===== src/design/afrp_pkg.sv =====
// Package with frame offsets and the result type of the API receive frame parser.
package afrp_pkg;

	localparam logic [7:0] START_DELIM     = 8'h7E;
	localparam logic [7:0] SUM_BASE        = 8'hFF;

	localparam logic [4:0] OFS_TYPE        = 5'd3;
	localparam logic [4:0] OFS_LONG_FIRST  = 5'd4;
	localparam logic [4:0] OFS_LONG_LAST   = 5'd11;
	localparam logic [4:0] OFS_SHORT_FIRST = 5'd12;
	localparam logic [4:0] OFS_SHORT_LAST  = 5'd13;
	localparam logic [4:0] OFS_OPTIONS     = 5'd14;
	localparam logic [4:0] OFS_MSG         = 5'd15;
	localparam logic [4:0] OFS_DEST_LAST   = 5'd16;
	localparam logic [4:0] OFS_SRC_FIRST   = 5'd17;
	localparam logic [4:0] OFS_SRC_LAST    = 5'd18;
	localparam logic [4:0] OFS_KIND        = 5'd19;
	localparam logic [4:0] OFS_COMMAND     = 5'd20;
	localparam logic [4:0] OFS_STAT_HIGH   = 5'd21;
	localparam logic [4:0] OFS_STAT_LOW    = 5'd22;
	localparam logic [4:0] OFS_STAT_VALUE  = 5'd23;
	localparam logic [4:0] OFS_MSG_SUM     = 5'd26;
	localparam logic [4:0] OFS_FRAME_SUM   = 5'd27;

	typedef struct packed {
		logic [63:0] source_long_address;
		logic [15:0] source_short_address;
		logic [7:0]  receive_options;
		logic [15:0] message_destination;
		logic [15:0] message_source;
		logic [7:0]  message_kind;
		logic [7:0]  message_command;
		logic [7:0]  status_high;
		logic [7:0]  status_low;
		logic [7:0]  status_value;
		logic        frame_sum_ok;
		logic        message_sum_ok;
	} afrp_result_t;

endpackage


===== src/design/afrp_core.sv =====
// Frame tracking, field capture and checksum logic of the API receive frame parser.
module afrp_core
	import afrp_pkg::*;
(
	input  logic         clk,
	input  logic         arst_n,
	input  logic         step,
	input  logic [7:0]   rx_byte,
	output logic         last,
	output afrp_result_t result
);

	logic        in_frame_q;
	logic [4:0]  ofs_q;
	logic [7:0]  frame_sum_q;
	logic [7:0]  message_sum_q;
	logic        message_sum_match_q;
	logic [63:0] long_address_q;
	logic [15:0] short_address_q;
	logic [7:0]  options_q;
	logic [15:0] destination_q;
	logic [15:0] source_q;
	logic [7:0]  kind_q;
	logic [7:0]  command_q;
	logic [7:0]  status_high_q;
	logic [7:0]  status_low_q;
	logic [7:0]  status_value_q;

	assign last = in_frame_q && (ofs_q == OFS_FRAME_SUM);

	always_comb begin
		result.source_long_address  = long_address_q;
		result.source_short_address = short_address_q;
		result.receive_options      = options_q;
		result.message_destination  = destination_q;
		result.message_source       = source_q;
		result.message_kind         = kind_q;
		result.message_command      = command_q;
		result.status_high          = status_high_q;
		result.status_low           = status_low_q;
		result.status_value         = status_value_q;
		result.frame_sum_ok         = (rx_byte == (SUM_BASE - frame_sum_q));
		result.message_sum_ok       = message_sum_match_q;
	end

	always_ff @(posedge clk or negedge arst_n) begin
		if (!arst_n) begin
			in_frame_q          <= 1'b0;
			ofs_q               <= '0;
			frame_sum_q         <= '0;
			message_sum_q       <= '0;
			message_sum_match_q <= 1'b0;
		end else if (step) begin
			if (!in_frame_q) begin
				if (rx_byte == START_DELIM) begin
					in_frame_q  <= 1'b1;
					frame_sum_q <= '0;
					ofs_q       <= 5'd1;
				end else begin
					ofs_q <= '0;
				end
			end else begin
				ofs_q <= ofs_q + 5'd1;
				if (ofs_q >= OFS_TYPE && ofs_q < OFS_FRAME_SUM) begin
					frame_sum_q <= frame_sum_q + rx_byte;
				end
				if (ofs_q == OFS_MSG) begin
					message_sum_q <= rx_byte;
				end else if (ofs_q > OFS_MSG && ofs_q < OFS_MSG_SUM) begin
					message_sum_q <= message_sum_q + rx_byte;
				end
				if (ofs_q == OFS_MSG_SUM) begin
					message_sum_match_q <= (rx_byte == (SUM_BASE - message_sum_q));
				end
				if (ofs_q == OFS_FRAME_SUM) begin
					in_frame_q <= 1'b0;
				end
			end
		end
	end

	always_ff @(posedge clk) begin
		if (step && in_frame_q) begin
			case (ofs_q) inside
				[OFS_LONG_FIRST:OFS_LONG_LAST]: begin
					long_address_q <= {long_address_q[55:0], rx_byte};
				end
				[OFS_SHORT_FIRST:OFS_SHORT_LAST]: begin
					short_address_q <= {short_address_q[7:0], rx_byte};
				end
				OFS_OPTIONS: begin
					options_q <= rx_byte;
				end
				[OFS_MSG:OFS_DEST_LAST]: begin
					destination_q <= {destination_q[7:0], rx_byte};
				end
				[OFS_SRC_FIRST:OFS_SRC_LAST]: begin
					source_q <= {source_q[7:0], rx_byte};
				end
				OFS_KIND: begin
					kind_q <= rx_byte;
				end
				OFS_COMMAND: begin
					command_q <= rx_byte;
				end
				OFS_STAT_HIGH: begin
					status_high_q <= rx_byte;
				end
				OFS_STAT_LOW: begin
					status_low_q <= rx_byte;
				end
				OFS_STAT_VALUE: begin
					status_value_q <= rx_byte;
				end
				default: begin
				end
			endcase
		end
	end

endmodule


===== src/design/api_frame_receive_parser.sv =====
// Top level of the API receive frame parser: input register, parse core, result register.
// Accepts one received byte per transfer and, on the checksum byte of a 28-byte receive
// frame that opens with 0x7E, delivers one result carrying the captured addresses,
// options, message fields and two checksum flags; bytes outside a frame produce nothing.
// A byte is taken in every cycle unless a stalled checksum byte holds the input register;
// it waits in the input register until the parse core updates its state, and a result
// appears in the output register the cycle after the checksum byte is processed. Only a
// result still held in the output register stalls a checksum byte behind it.
module api_frame_receive_parser
	import afrp_pkg::*;
(
	input  logic        clk,
	input  logic        arst_n,
	input  logic        in_valid,
	output logic        in_ready,
	input  logic [7:0]  rx_byte,
	output logic        out_valid,
	input  logic        out_ready,
	output logic [63:0] source_long_address,
	output logic [15:0] source_short_address,
	output logic [7:0]  receive_options,
	output logic [15:0] message_destination,
	output logic [15:0] message_source,
	output logic [7:0]  message_kind,
	output logic [7:0]  message_command,
	output logic [7:0]  status_high,
	output logic [7:0]  status_low,
	output logic [7:0]  status_value,
	output logic        frame_sum_ok,
	output logic        message_sum_ok
);

	logic         valid_s1;
	logic [7:0]   byte_s1;
	logic         advance_s1;
	logic         last;
	afrp_result_t result;
	logic         out_valid_q;
	afrp_result_t res_q;

	assign advance_s1 = valid_s1 && (!last || !out_valid_q || out_ready);
	assign in_ready   = !valid_s1 || advance_s1;

	always_ff @(posedge clk or negedge arst_n) begin
		if (!arst_n) begin
			valid_s1 <= 1'b0;
		end else if (in_ready) begin
			valid_s1 <= in_valid;
		end
	end

	always_ff @(posedge clk) begin
		if (in_valid && in_ready) begin
			byte_s1 <= rx_byte;
		end
	end

	afrp_core u_core (
		.clk     (clk),
		.arst_n  (arst_n),
		.step    (advance_s1),
		.rx_byte (byte_s1),
		.last    (last),
		.result  (result)
	);

	always_ff @(posedge clk or negedge arst_n) begin
		if (!arst_n) begin
			out_valid_q <= 1'b0;
		end else if (advance_s1 && last) begin
			out_valid_q <= 1'b1;
		end else if (out_ready) begin
			out_valid_q <= 1'b0;
		end
	end

	always_ff @(posedge clk) begin
		if (advance_s1 && last) begin
			res_q <= result;
		end
	end

	assign out_valid            = out_valid_q;
	assign source_long_address  = res_q.source_long_address;
	assign source_short_address = res_q.source_short_address;
	assign receive_options      = res_q.receive_options;
	assign message_destination  = res_q.message_destination;
	assign message_source       = res_q.message_source;
	assign message_kind         = res_q.message_kind;
	assign message_command      = res_q.message_command;
	assign status_high          = res_q.status_high;
	assign status_low           = res_q.status_low;
	assign status_value         = res_q.status_value;
	assign frame_sum_ok         = res_q.frame_sum_ok;
	assign message_sum_ok       = res_q.message_sum_ok;

endmodule

===== config.mk =====
export PLATFORM = sky130hd
export DESIGN_NAME = api_frame_receive_parser
export DESIGN_NICKNAME = d
export VERILOG_FILES = /design/src/design/afrp_pkg.sv /design/src/design/afrp_core.sv /design/src/design/api_frame_receive_parser.sv
export SDC_FILE = /design/constraint.sdc
export NUM_CORES = 1
export LEC_CHECK = 0
export BUFFER_PORTS_ARGS = -buffer_cell sky130_fd_sc_hd__buf_4
export CAP_MARGIN = 20
export CORE_MARGIN = 10
export CORE_UTILIZATION = 30
export DETAILED_ROUTE_END_ITERATION = 7
export PLACE_DENSITY = 0.53
export RECOVER_POWER = 100
export SLEW_MARGIN = 20
export SYNTH_ARGS = -nofsm -noshare
export SYNTH_HDL_FRONTEND = slang
export SYNTH_SLANG_ARGS = --single-unit
export TNS_END_PERCENT = 20

===== constraint.sdc =====
create_clock -name clk -period 10.4 [get_ports clk]
set_input_delay 2.08 -clock clk [delete_from_list [all_inputs] [get_ports clk]]
set_output_delay 2.08 -clock clk [all_outputs]
set_load 0.01 [all_outputs]

* Word level (Yosys, flattened, before mapping) *
Cells that the tools add are included.

cells by class
  bitwise operators = 9
  multiplexer cells = 12
  add/subtract/negate cells = 5
  reductions and logical operators = 33
  magnitude comparators = 12
  eq/ne operators = 13

operator list
  cell                   number
  $mux W8                5
  $eq A5 B5 Y1 const B   7
  $add A8 B8 Y8          2
  $eq A8 B8 Y1           2
  $sub A8 B8 Y8 const A  2
  $reduce_and A3 Y1      4
  $logic_and A1 B1 Y1    11
  $reduce_and A11 Y1     1
  $eq A5 B4 Y1 const B   2
  $ge A5 B4 Y1 const B   2
  $le A5 B4 Y1 const B   2
  $le A5 B5 Y1 const B   2
  $lt A5 B5 Y1 const B   2
  $reduce_and A10 Y1     1
  $not A1 Y1             9
  $reduce_and A9 Y1      1
  $eq A8 B7 Y1 const B   1
  $reduce_and A8 Y1      1
  $reduce_and A7 Y1      1
  $mux W1                6
  $reduce_and A6 Y1      1
  $reduce_bool A2 Y1     3
  $add A5 B1 Y5 const B  1
  $ge A5 B2 Y1 const B   1
  other kinds (10)       14

word-level totals
  output and inout bits = 164
  flip-flop bits (word level) = 355

* Logic depth before layout (Yosys ltp) *
Gate-level depths: netlist of run 1.

  word-level depth = 8
  mapped depth = 9

* Cells and area by module *
From an unflattened synthesis of run 1, not the netlist that was laid out.

unflattened totals
  cells, all modules = 586
  area, all modules = 12105.4 um^2

by module, submodules not included
  module                    times used  area each (um^2)  sequential area each (um^2)  cells an instance
  afrp_core                 1           6894.1            5380.2                       406
  api_frame_receive_parser  1           5211.2            5154.9                       180

* Worst setup path after synthesis of run 1 *
OpenSTA, ideal clock, no wires.

  kind = in2reg
  start = input out_ready
  end = register res_q, in the netlist frame_sum_ok, enable pin
  slack = 597 ps
  buffers on the path = 0
  cell stages on the path = 3
  arrival = 9116 ps
  required time = 9713 ps
  cells stage by stage = or2b_2 o21bai_2 nor2_1

on the way
  cells in the longest elaborated chain, start to end = 3

ends and longest elaborated chain
  item                    line                            source
  start: declaration      api_frame_receive_parser.sv:18  input logic out_ready,
  $logic_or A1 B1 Y1      api_frame_receive_parser.sv:41  assign advance_s1 = valid_s1 && (!last || !out_valid_q || out_ready);
  $logic_and A1 B1 Y1     api_frame_receive_parser.sv:41
  $logic_and A1 B1 Y1     api_frame_receive_parser.sv:78  if (advance_s1 && last) begin
  end signal: assignment  api_frame_receive_parser.sv:79  res_q <= result;
  end: declaration        api_frame_receive_parser.sv:39  afrp_result_t res_q;

No other way between the ends.
A chain may end at the register's enable or synchronous reset.

* Worst setup path after layout of run 1 *
  start = input out_ready
  end = register u_core.long_address_q[9], enable pin

on the way
  cells in the longest elaborated chain, start to end = 4

ends and longest elaborated chain
  item                         line                            source
  $logic_or A1 B1 Y1           api_frame_receive_parser.sv:41
  $logic_and A1 B1 Y1          api_frame_receive_parser.sv:41
  $logic_and A1 B1 Y1          afrp_core.sv:83                 if (step && in_frame_q) begin
  $reduce_and A2 Y1 (no line)  --
  end signal: assignment       afrp_core.sv:86                 long_address_q <= {long_address_q[55:0], rx_byte};
  end: declaration             afrp_core.sv:18                 logic [63:0] long_address_q;

No other way between the ends.

==> results of run 1 <==
flip-flops by register name (all words and copies together) (netlist names), 16 cells and up:
register                count
u_core.long_address_q      64
u_core.destination_q       16
source_short_address       16
u_core.short_address_q     16
message_destination        16
message_source             16
u_core.source_q            16
source_long_address        64
per-layer routing:
layer  vias to the layer above  routed length [um]
met5                         -                   0
met4                         0                 488
met3                        46                1600
met2                       164               11500
met1                      2815               11400
li1                       2637                   -
final cells by class:
class                           count  area share
Multi-Input combinational cell    188      0.0902
Tap cell                          525      0.0454
Inverter                           13     0.00337
Clock inverter                     18      0.0116
Sequential cell                   355       0.728
Clock buffer                       50      0.0717
Timing Repair Buffer              182      0.0500
placed cells by master, fill, tap and decap left out, types with 2 or more instances in the layout:
cell and count:
o211ai_1 2, bufinv_16 2, o22ai_1 2, nand2_1 27, a21oi_1 18, o31ai_1 2, fa_1 2, clkinv_2 5
clkbuf_16 40, nand3_1 6, edfxtp_1 330, and3_1 5, mux2i_1 4, a21o_1 5, xor2_1 6, nor2_1 15
ha_1 19, nor4b_1 3, clkbuf_1 181, o21a_1 4, xnor2_1 4, clkinv_4 3, and2_0 2, clkinv_1 4
a31oi_1 4, nor2b_1 4, inv_1 13, dfrtp_1 25, o21ai_0 16, buf_4 2, nor4_1 4, nor3_1 4
a22o_1 8, inv_6 2, clkbuf_4 9, nand2b_1 5
per-stage QoR:
stage          instances  power (mW)  hold slack, ns
4_1_cts             1331        3.56           0.411
3_3_place_gp        1263        2.24           0.401
5_1_grt             1331        3.68           0.422
2_1_floorplan        565        2.14           0.400
3_5_place_dp        1263        2.25           0.405
6_report            1331        3.50           0.415
synth_stat cells (2+ instances only):
library cell    n  area share
a21o_1          5      0.0031
a21oi_1        17      0.0071
a22o_1          8      0.0058
a31oi_1         4      0.0021
and2_1          2      0.0010
and3_1          5      0.0026
buf_2           4      0.0017
buf_4           3      0.0019
dfrtp_1        25       0.052
edfxtp_1      330        0.83
fa_1            2      0.0033
ha_1           19       0.020
inv_1          13      0.0041
mux2i_1         4      0.0033
nand2_1        26      0.0081
nand2b_1        5      0.0026
nand3_1         6      0.0025
nor2_1         14      0.0044
nor2b_1         4      0.0021
nor3_1          4      0.0017
nor4_1          4      0.0021
nor4b_1         3      0.0022
o211ai_1        2      0.0013
o21a_1          4      0.0025
o21ai_0        16      0.0067
o22ai_1         2      0.0010
xnor2_1         4      0.0029
xor2_1          6      0.0044
logic make-up after synthesis:
family / Yosys count
and+or+nand+nor: 87
AOI/OAI and AO/OA: 66
xor gates and xnor gates: 10
buffers and inverters: 22
DFF: 355
muxes: 4
adders and majority gates: 21
how the worst max path moves through the flow:
stage / endpoint / slack [ns] / from
CTS: in_ready / 5.29 / out_ready
global route: u_core.long_address_q[14] / 4.02 / out_ready
floorplan: frame_sum_ok / 0.60 / out_ready
finish: u_core.long_address_q[9] / 4.53 / out_ready
detailed placement: in_ready / 5.30 / out_ready
global placement: in_ready / 5.30 / out_ready
power breakdown:
part	leakage, nW	internal, mW	switching (mW)	total (mW)
Sequential	3.28	1.75	0.0931	1.85
Combinational	0.861	0.145	0.219	0.364
Clock	0.587	0.760	0.533	1.29
==> results.json, run 1 <==
{
  "grt_overflow": 0,
  "path_cells": "clkbuf_4, or2b_2, nor2_1, nor2_1, and2_0",
  "initial_core_util": 0.302,
  "first_pass_iters": 4,
  "numClockSinks": 355,
  "fin_ws_ns": 4.53,
  "max_freq_mhz": 170,
  "ios": 176,
  "post_cts.resized_instances": 0,
  "synthXorXnorAreaFrac": 0.00731,
  "crit_arrival_ns": 5.89,
  "port_buffers": 175,
  "clk_latency_ns": 0.52,
  "gr-usage-all-layers": 0.0994,
  "fin_crit_sh": 0.564,
  "seq_area_um2": 10500,
  "dp_slack_ns": 5.30,
  "cp-end-kind": "flop",
  "slowest_stage": "and2_0",
  "async_flop_share": 0.0704,
  "worstSetupPathDepth": 5,
  "syn_nets": 598,
  "clock_skew_ns": 0.0179,
  "cp.required_ns": 10.42,
  "reg2reg_slack_ns": 5.26,
  "drv_cap": 7,
  "clock_path_buffers": 3,
  "cp_num_buf_inv": 1,
  "finalMaxSlewViolations": 223,
  "vias_per_cell": 4.25,
  "grtUsageMet2": 0.157,
  "crit_fanout": 64,
  "hold_class": "reg -> reg",
  "outcome": "finished, violations left",
  "hold_violations": 0,
  "postCtsSetupBuffers": 0,
  "finalSetupViolCount": 0,
  "htreeDepth": 2,
  "dpl_cell_area_um2": 14000,
  "violations": "capacitance limit, slew limit",
  "drive_above_1_share": 0.0893,
  "start_kind": "input port",
  "die_x_um": 220,
  "numCtsBuffers": 39,
  "fin_area_um2": 14500,
  "cts_hold_buf": 0,
  "synth_seq_cells": 355,
  "antenna_found_initial": 0,
  "synth_warnings": 0,
  "yosysSeqAreaShare": 0.879,
  "p_per_area_nw_per_um2": 242,
  "first_iter_violations": 313,
  "p_leak_nw": 4.73,
  "cts_tree": "built",
  "multi_input_area_um2": 1310,
  "hpwl_um": 15900,
  "min_path_cells": 0,
  "via_count": 5662,
  "grt_pass1_vias": 5821,
  "grtUsageMet3": 0.0282,
  "fillers": 3819,
  "worstMarginPinSlew_ns": 4.29,
  "fin_util": 0.365,
  "antenna_cells": 0,
  "r2r_cells": 5,
  "hold_path_startpoint": "u_core.source_q[8]",
  "synth_edf_count": 330,
  "cts_root_buf": "clkbuf_16",
  "synth_top_family_by_area": "simple AND/OR/NAND/NOR gates",
  "crit_family": "simple AND/OR/NAND/NOR gates",
  "wl_per_cell_um": 18.8,
  "r2r-start": "u_core.ofs_q[0]",
  "synth-compound-area-share": 0.0374,
  "die_y_um": 220,
  "cpMostUsedCell": "nor2_1",
  "core_region_area_um2": 39600,
  "min_period_ns": 5.87,
  "synthCells": 565,
  "nets": 812,
  "ant_nets": 0,
  "muxShareOfSynthArea": 0.00334,
  "yosys_most_used_dff": "edfxtp_1",
  "drcViolationCount": 0,
  "rsz0062_at_grt": "no",
  "grt_start_max_net_pins": 69,
  "dieArea_um2": 48300,
  "setup_total_negative_slack_ns": 0,
  "ir_drop_v": 0.000109,
  "clkTransAtPathRegs_ns": 0.06,
  "avgSynthCellArea_um2": 21.2,
  "grt-busiest-layer": "met2",
  "reg2reg_to": "u_core.long_address_q[9]",
  "cp_slowest_stage_delay_ns": 3.10,
  "yosysUniqueCellTypes": 52,
  "holdPathEnd": "message_source[8]",
  "path_class": "in -> reg",
  "totalWireLength_um": 25000,
  "yosys.area_share.adder": 0.0232,
  "rows": 73,
  "grt_pass1_wl_um": 36400,
  "gp_congestion": 0.788,
  "gr-usage-met1": 0.130,
  "syn_to_final_growth_pct": 20.8,
  "netlist_area_um2": 12000,
  "relSlewSlack": -1.86,
  "synthSimpleGateAreaFrac": 0.0410
}
No activity file was read; power rests on OpenSTA's default activity.
==> inputs of run 2 (changes only) <==
Clock period 10.4 ns to 5.5 ns, I/O delays scaled along.
==> run 2 against run 1 <==
Cell area up 0.29%; highest routed layer unchanged; worst hold slack lost 0.0099 ns; clock power rose by 95%; combinational power up 88%; routed wire length shrank 0.21%; the run still ends with capacitance limit, slew limit left; count of clock-buffer cells in the layout decreased by 9; via count up 0.11%.
==> results.json, run 2 (synthesis results as in run 1) <==
{
  "wl_per_cell_um": 18.7,
  "wl_met1_um": 11100,
  "initial_core_util": 0.302,
  "clock_skew_ns": 0.0204,
  "mostFrequentLayoutCell": "edfxtp_1",
  "drcViolationCount": 0,
  "ios": 176,
  "switchingPower_mw": 1.61,
  "grt_pass1_vias": 5828,
  "cts_tree": "built",
  "via_count": 5668,
  "clk_latency_ns": 0.54,
  "gp_congestion": 0.790,
  "cts_root_buf": "clkbuf_16",
  "hold_class": "reg -> reg",
  "fin_ws_ns": 1.69,
  "highest_layer": "met4",
  "postCtsSetupBuffers": 0,
  "slowest_stage": "clkbuf_2",
  "reg2reg_slack_ns": 1.69,
  "cp.required_ns": 5.39,
  "min_path_cells": 0,
  "grt_start_max_net_pins": 77,
  "dp_slack_ns": 2.18,
  "post_cts.resized_instances": 0,
  "finalSetupViolCount": 0,
  "first_pass_iters": 5,
  "hold_ws_ns": 0.405,
  "p_leak_nw": 4.73,
  "final_cell_mix": "edfxtp_1, clkbuf_1, clkbuf_16",
  "hpwl_um": 16000,
  "path_cells": "ha_1, nand4b_1, o21bai_1, nor2_4, clkbuf_2",
  "finalMaxSlewViolations": 173,
  "internal-power_mw": 5.06,
  "syn_to_final_growth_pct": 21.2,
  "setup_total_negative_slack_ns": 0,
  "grt_overflow": 0,
  "numClockSinks": 355,
  "core_region_area_um2": 39600,
  "antenna_found_initial": 0,
  "die_y_um": 220,
  "grt_pass1_wl_um": 36900,
  "first_iter_violations": 438,
  "cts_hold_buf": 0,
  "cp_slowest_stage_delay_ns": 1.00,
  "ant_nets": 0,
  "reg2reg_to": "source_long_address[60]",
  "clkPwrFrac": 0.378,
  "path_class": "reg -> reg",
  "nets": 811,
  "violations": "capacitance limit, slew limit",
  "rsz0062_at_grt": "no",
  "met2_length_um": 11400,
  "fin_crit_sh": 0.693,
  "clkTransAtPathRegs_ns": 0.06,
  "swShare": 0.242,
  "met3_length_um": 1930,
  "rows": 73,
  "holdPathEnd": "message_kind[3]",
  "die_x_um": 220,
  "dieArea_um2": 48300,
  "drive_above_1_share": 0.0929,
  "relSlewSlack": -0.305,
  "crit_family": "buffers and inverters",
  "ir_drop_v": 0.000199,
  "start_kind": "flop",
  "power_frac_seq": 0.520,
  "hold_path_startpoint": "u_core.kind_q[3]",
  "drv_cap": 6,
  "hold_violations": 0,
  "p_per_area_nw_per_um2": 460,
  "numCtsBuffers": 37,
  "r2r_cells": 5,
  "port_buffers": 175,
  "crit_arrival_ns": 3.71,
  "combPwrFrac": 0.103,
  "r2r-start": "u_core.ofs_q[0]",
  "max_freq_mhz": 262,
  "gr-usage-all-layers": 0.101,
  "antenna_cells": 0,
  "min_period_ns": 3.81,
  "outcome": "finished, violations left",
  "dpl_cell_area_um2": 14000,
  "cp-end-kind": "flop",
  "fin_area_um2": 14500,
  "clock_path_buffers": 3,
  "cp_num_buf_inv": 1,
  "totalWireLength_um": 24900,
  "crit_fanout": 76,
  "htreeDepth": 2,
  "worstMarginPinSlew_ns": 1.96,
  "vias_per_cell": 4.26
}
## run 2: changes by cell type in the layout (fill, tap and decap cells not counted), moves of 2 or more
cell	delta
bufinv_16	+3
clkinv_1	+6
clkbuf_16	-3
inv_6	-2
clkbuf_2	+2
clkbuf_1	-7
## run 2: layout make-up
cell class | count | area, um^2
fillers | 3827 | 25100
clock buffers | 41 | 941
multi-input cells | 188 | 1300
clock inverters | 27 | 309
inverters | 13 | 48.8
well taps | 525 | 657
repair buffers | 183 | 731
flip-flops and latches | 355 | 10500
## run 2: per-layer routing
metal / up-vias / global-route usage
li1: 2630 / -
met1: 2826 / 0.135
met2: 174 / 0.155
met3: 38 / 0.0315
met4: 0 / 0.0299
met5: - / 0
## run 2: power groups by stage
stage | combinational, mW | clock, mW | sequential [mW]
global route | 0.797 | 2.72 | 3.51
CTS | 0.725 | 2.60 | 3.48
global placement | 0.712 | 0 | 3.52
finish | 0.686 | 2.52 | 3.47
floorplan | 0.590 | 0 | 3.45
detailed placement | 0.721 | 0 | 3.53
## run 2: worst max-delay path by stage
stage | startpoint | to | slack, ns | depth (start not counted)
5_1_grt | u_core.ofs_q[0] | source_long_address[52] | 1.31 | 5
3_3_place_gp | out_ready | u_core.long_address_q[62] | 2.27 | 6
3_5_place_dp | out_ready | u_core.long_address_q[62] | 2.18 | 6
4_1_cts | u_core.ofs_q[0] | in_ready | 2.15 | 5
6_report | u_core.ofs_q[0] | source_long_address[60] | 1.69 | 5
2_1_floorplan | out_ready | frame_sum_ok | 1.25 | 3
## run 2: metrics by stage
stage	std cells	util	total power [mW]
final	1332	0.366	6.67
after global routing	1332	0.366	7.02
after CTS	1332	0.385	6.80
after detailed placement	1264	0.353	4.25
after global placement	1264	0.353	4.23
after floorplan	565	-	4.04
==> inputs of run 3 (changes only) <==
Clock period 5.5 ns to 3.8 ns, I/O delays scaled along.
==> run 3 against run 2 <==
Worst setup slack lost 1.0 ns; non-clock buffer count up 7; global-route usage grew 0.14 points; the run still ends with capacitance limit, slew limit left; via count grew 1.6%; combinational power is 52% higher; worst hold slack got worse by 0.00065 ns; highest routed layer unchanged; sequential power up 44%; critical endpoint is now u_core.status_low_q[2]; routed wire length rose by 1.8%; total power up 44%; largest cell class unchanged; final cell count grew 0.60%.
==> results.json, run 3 (synthesis results as in run 1) <==
{
  "mostFrequentLayoutCell": "edfxtp_1",
  "stdcell_count": 1340,
  "hold_ws_ns": 0.405,
  "crit_fanout": 10,
  "drive_above_1_share": 0.104,
  "p_leak_nw": 4.75,
  "ios": 176,
  "dieArea_um2": 48300,
  "cts_hold_buf": 0,
  "place_inst": 1271,
  "switchingPower_mw": 2.40,
  "crit_arrival_ns": 3.32,
  "grt_start_max_net_pins": 120,
  "initial_core_util": 0.302,
  "grt_overflow": 0,
  "holdPathEnd": "receive_options[7]",
  "min_path_cells": 0,
  "port_buffers": 175,
  "cts_tree": "built",
  "die_y_um": 220,
  "grt_pass1_wl_um": 37100,
  "rsz0062_at_grt": "no",
  "via_count": 5756,
  "wl_per_cell_um": 18.9,
  "antenna_cells": 0,
  "worstMarginPinSlew_ns": 1.60,
  "finalMaxSlewViolations": 26,
  "htreeDepth": 2,
  "numCtsBuffers": 38,
  "first_pass_iters": 4,
  "hold_violations": 0,
  "postCtsSetupBuffers": 0,
  "antenna_found_initial": 1,
  "nets": 819,
  "drv_cap": 1,
  "seq_area_um2": 10500,
  "reg2reg_to": "u_core.status_low_q[2]",
  "totalWireLength_um": 25400,
  "startpoint": "u_core.ofs_q[0]",
  "reg2reg_slack_ns": 0.65,
  "min_period_ns": 3.15,
  "r2r_cells": 7,
  "rows": 73,
  "hold_class": "reg -> reg",
  "cts_root_buf": "clkbuf_16",
  "hold_path_startpoint": "u_core.options_q[7]",
  "die_x_um": 220,
  "swShare": 0.249,
  "gr-usage-all-layers": 0.102,
  "first_iter_violations": 448,
  "clkTransAtPathRegs_ns": 0.06,
  "max_freq_mhz": 317,
  "multi_input_area_um2": 1350,
  "final_cell_mix": "edfxtp_1, clkbuf_1, clkbuf_16",
  "drcViolationCount": 0,
  "fillers": 3812,
  "r2r-start": "u_core.ofs_q[0]",
  "finalSetupViolCount": 0,
  "cp.required_ns": 3.97,
  "setup_total_negative_slack_ns": 0,
  "path_class": "reg -> reg",
  "gp_congestion": 0.807,
  "cp-end-kind": "flop",
  "fin_area_um2": 14600,
  "dpl_cell_area_um2": 14100,
  "syn_to_final_growth_pct": 21.7,
  "hpwl_um": 16300,
  "post_cts.resized_instances": 0,
  "start_kind": "flop",
  "clock_skew_ns": 0.0162,
  "clkPwrFrac": 0.372,
  "ir_drop_v": 0.000251,
  "clk_latency_ns": 0.55,
  "internal-power_mw": 7.24,
  "power_mw": 9.64,
  "combPwrFrac": 0.108,
  "grt_pass1_vias": 5902,
  "numClockSinks": 355,
  "vias_per_cell": 4.30,
  "p_per_area_nw_per_um2": 661,
  "power_frac_seq": 0.519,
  "relSlewSlack": -0.0634,
  "ant_nets": 0,
  "core_region_area_um2": 39600,
  "clock_path_buffers": 3,
  "fin_crit_sh": 0.829,
  "violations": "capacitance limit, slew limit",
  "outcome": "finished, violations left"
}
[run 3: stage by stage]
step | utilization | setup WS [ns]
global placement | 0.355 | 1.04
finish | 0.368 | 0.649
detailed placement | 0.355 | 1.00
CTS | 0.386 | 0.866
global route | 0.368 | 0.382
floorplan | - | -0.0508
[run 3: area by class of cell]
| type | count | share of cell area |
|---|---|---|
| timing repair buffer | 190 | 0.0533 |
| sequential | 355 | 0.722 |
| tap | 525 | 0.0450 |
| clock buffer | 42 | 0.0662 |
| inverter | 13 | 0.00335 |
| multi-input combinational | 188 | 0.0925 |
| clock inverter | 27 | 0.0172 |
[run 3: worst max-delay path, cell delays in order, from the launching register on]
cell      delay (ns)
dfrtp_1         0.48
ha_1            0.35
nand4b_1        0.32
nor2_2          0.06
nor2_1          0.36
nand2_4         0.13
or4_1           0.53
nor2_1          0.54
[run 3: worst max path at each step]
stage,end,slack (ns),cells after the start
global route,u_core.status_low_q[0],0.38,7
finish,u_core.status_low_q[2],0.65,7
detailed placement,u_core.status_value_q[3],1.00,7
floorplan,frame_sum_ok,-0.05,3
global placement,u_core.destination_q[10],1.04,8
CTS,in_ready,0.87,5
[run 3: routing by layer]
layer,part of all wire,vias to the layer above,track usage
li1,-,2648,-
met1,0.44,2863,0.132
met2,0.46,201,0.160
met3,0.071,44,0.0289
met4,0.024,0,0.0397
met5,0,-,0
[run 3: power by group through the flow]
stage	clock network [mW]	logic, mW	registers, mW
finish	3.59	1.04	5.01
global placement	0	1.08	5.07
CTS	3.72	1.10	5.01
detailed placement	0	1.09	5.09
global route	3.86	1.19	5.06
floorplan	0	0.857	4.99
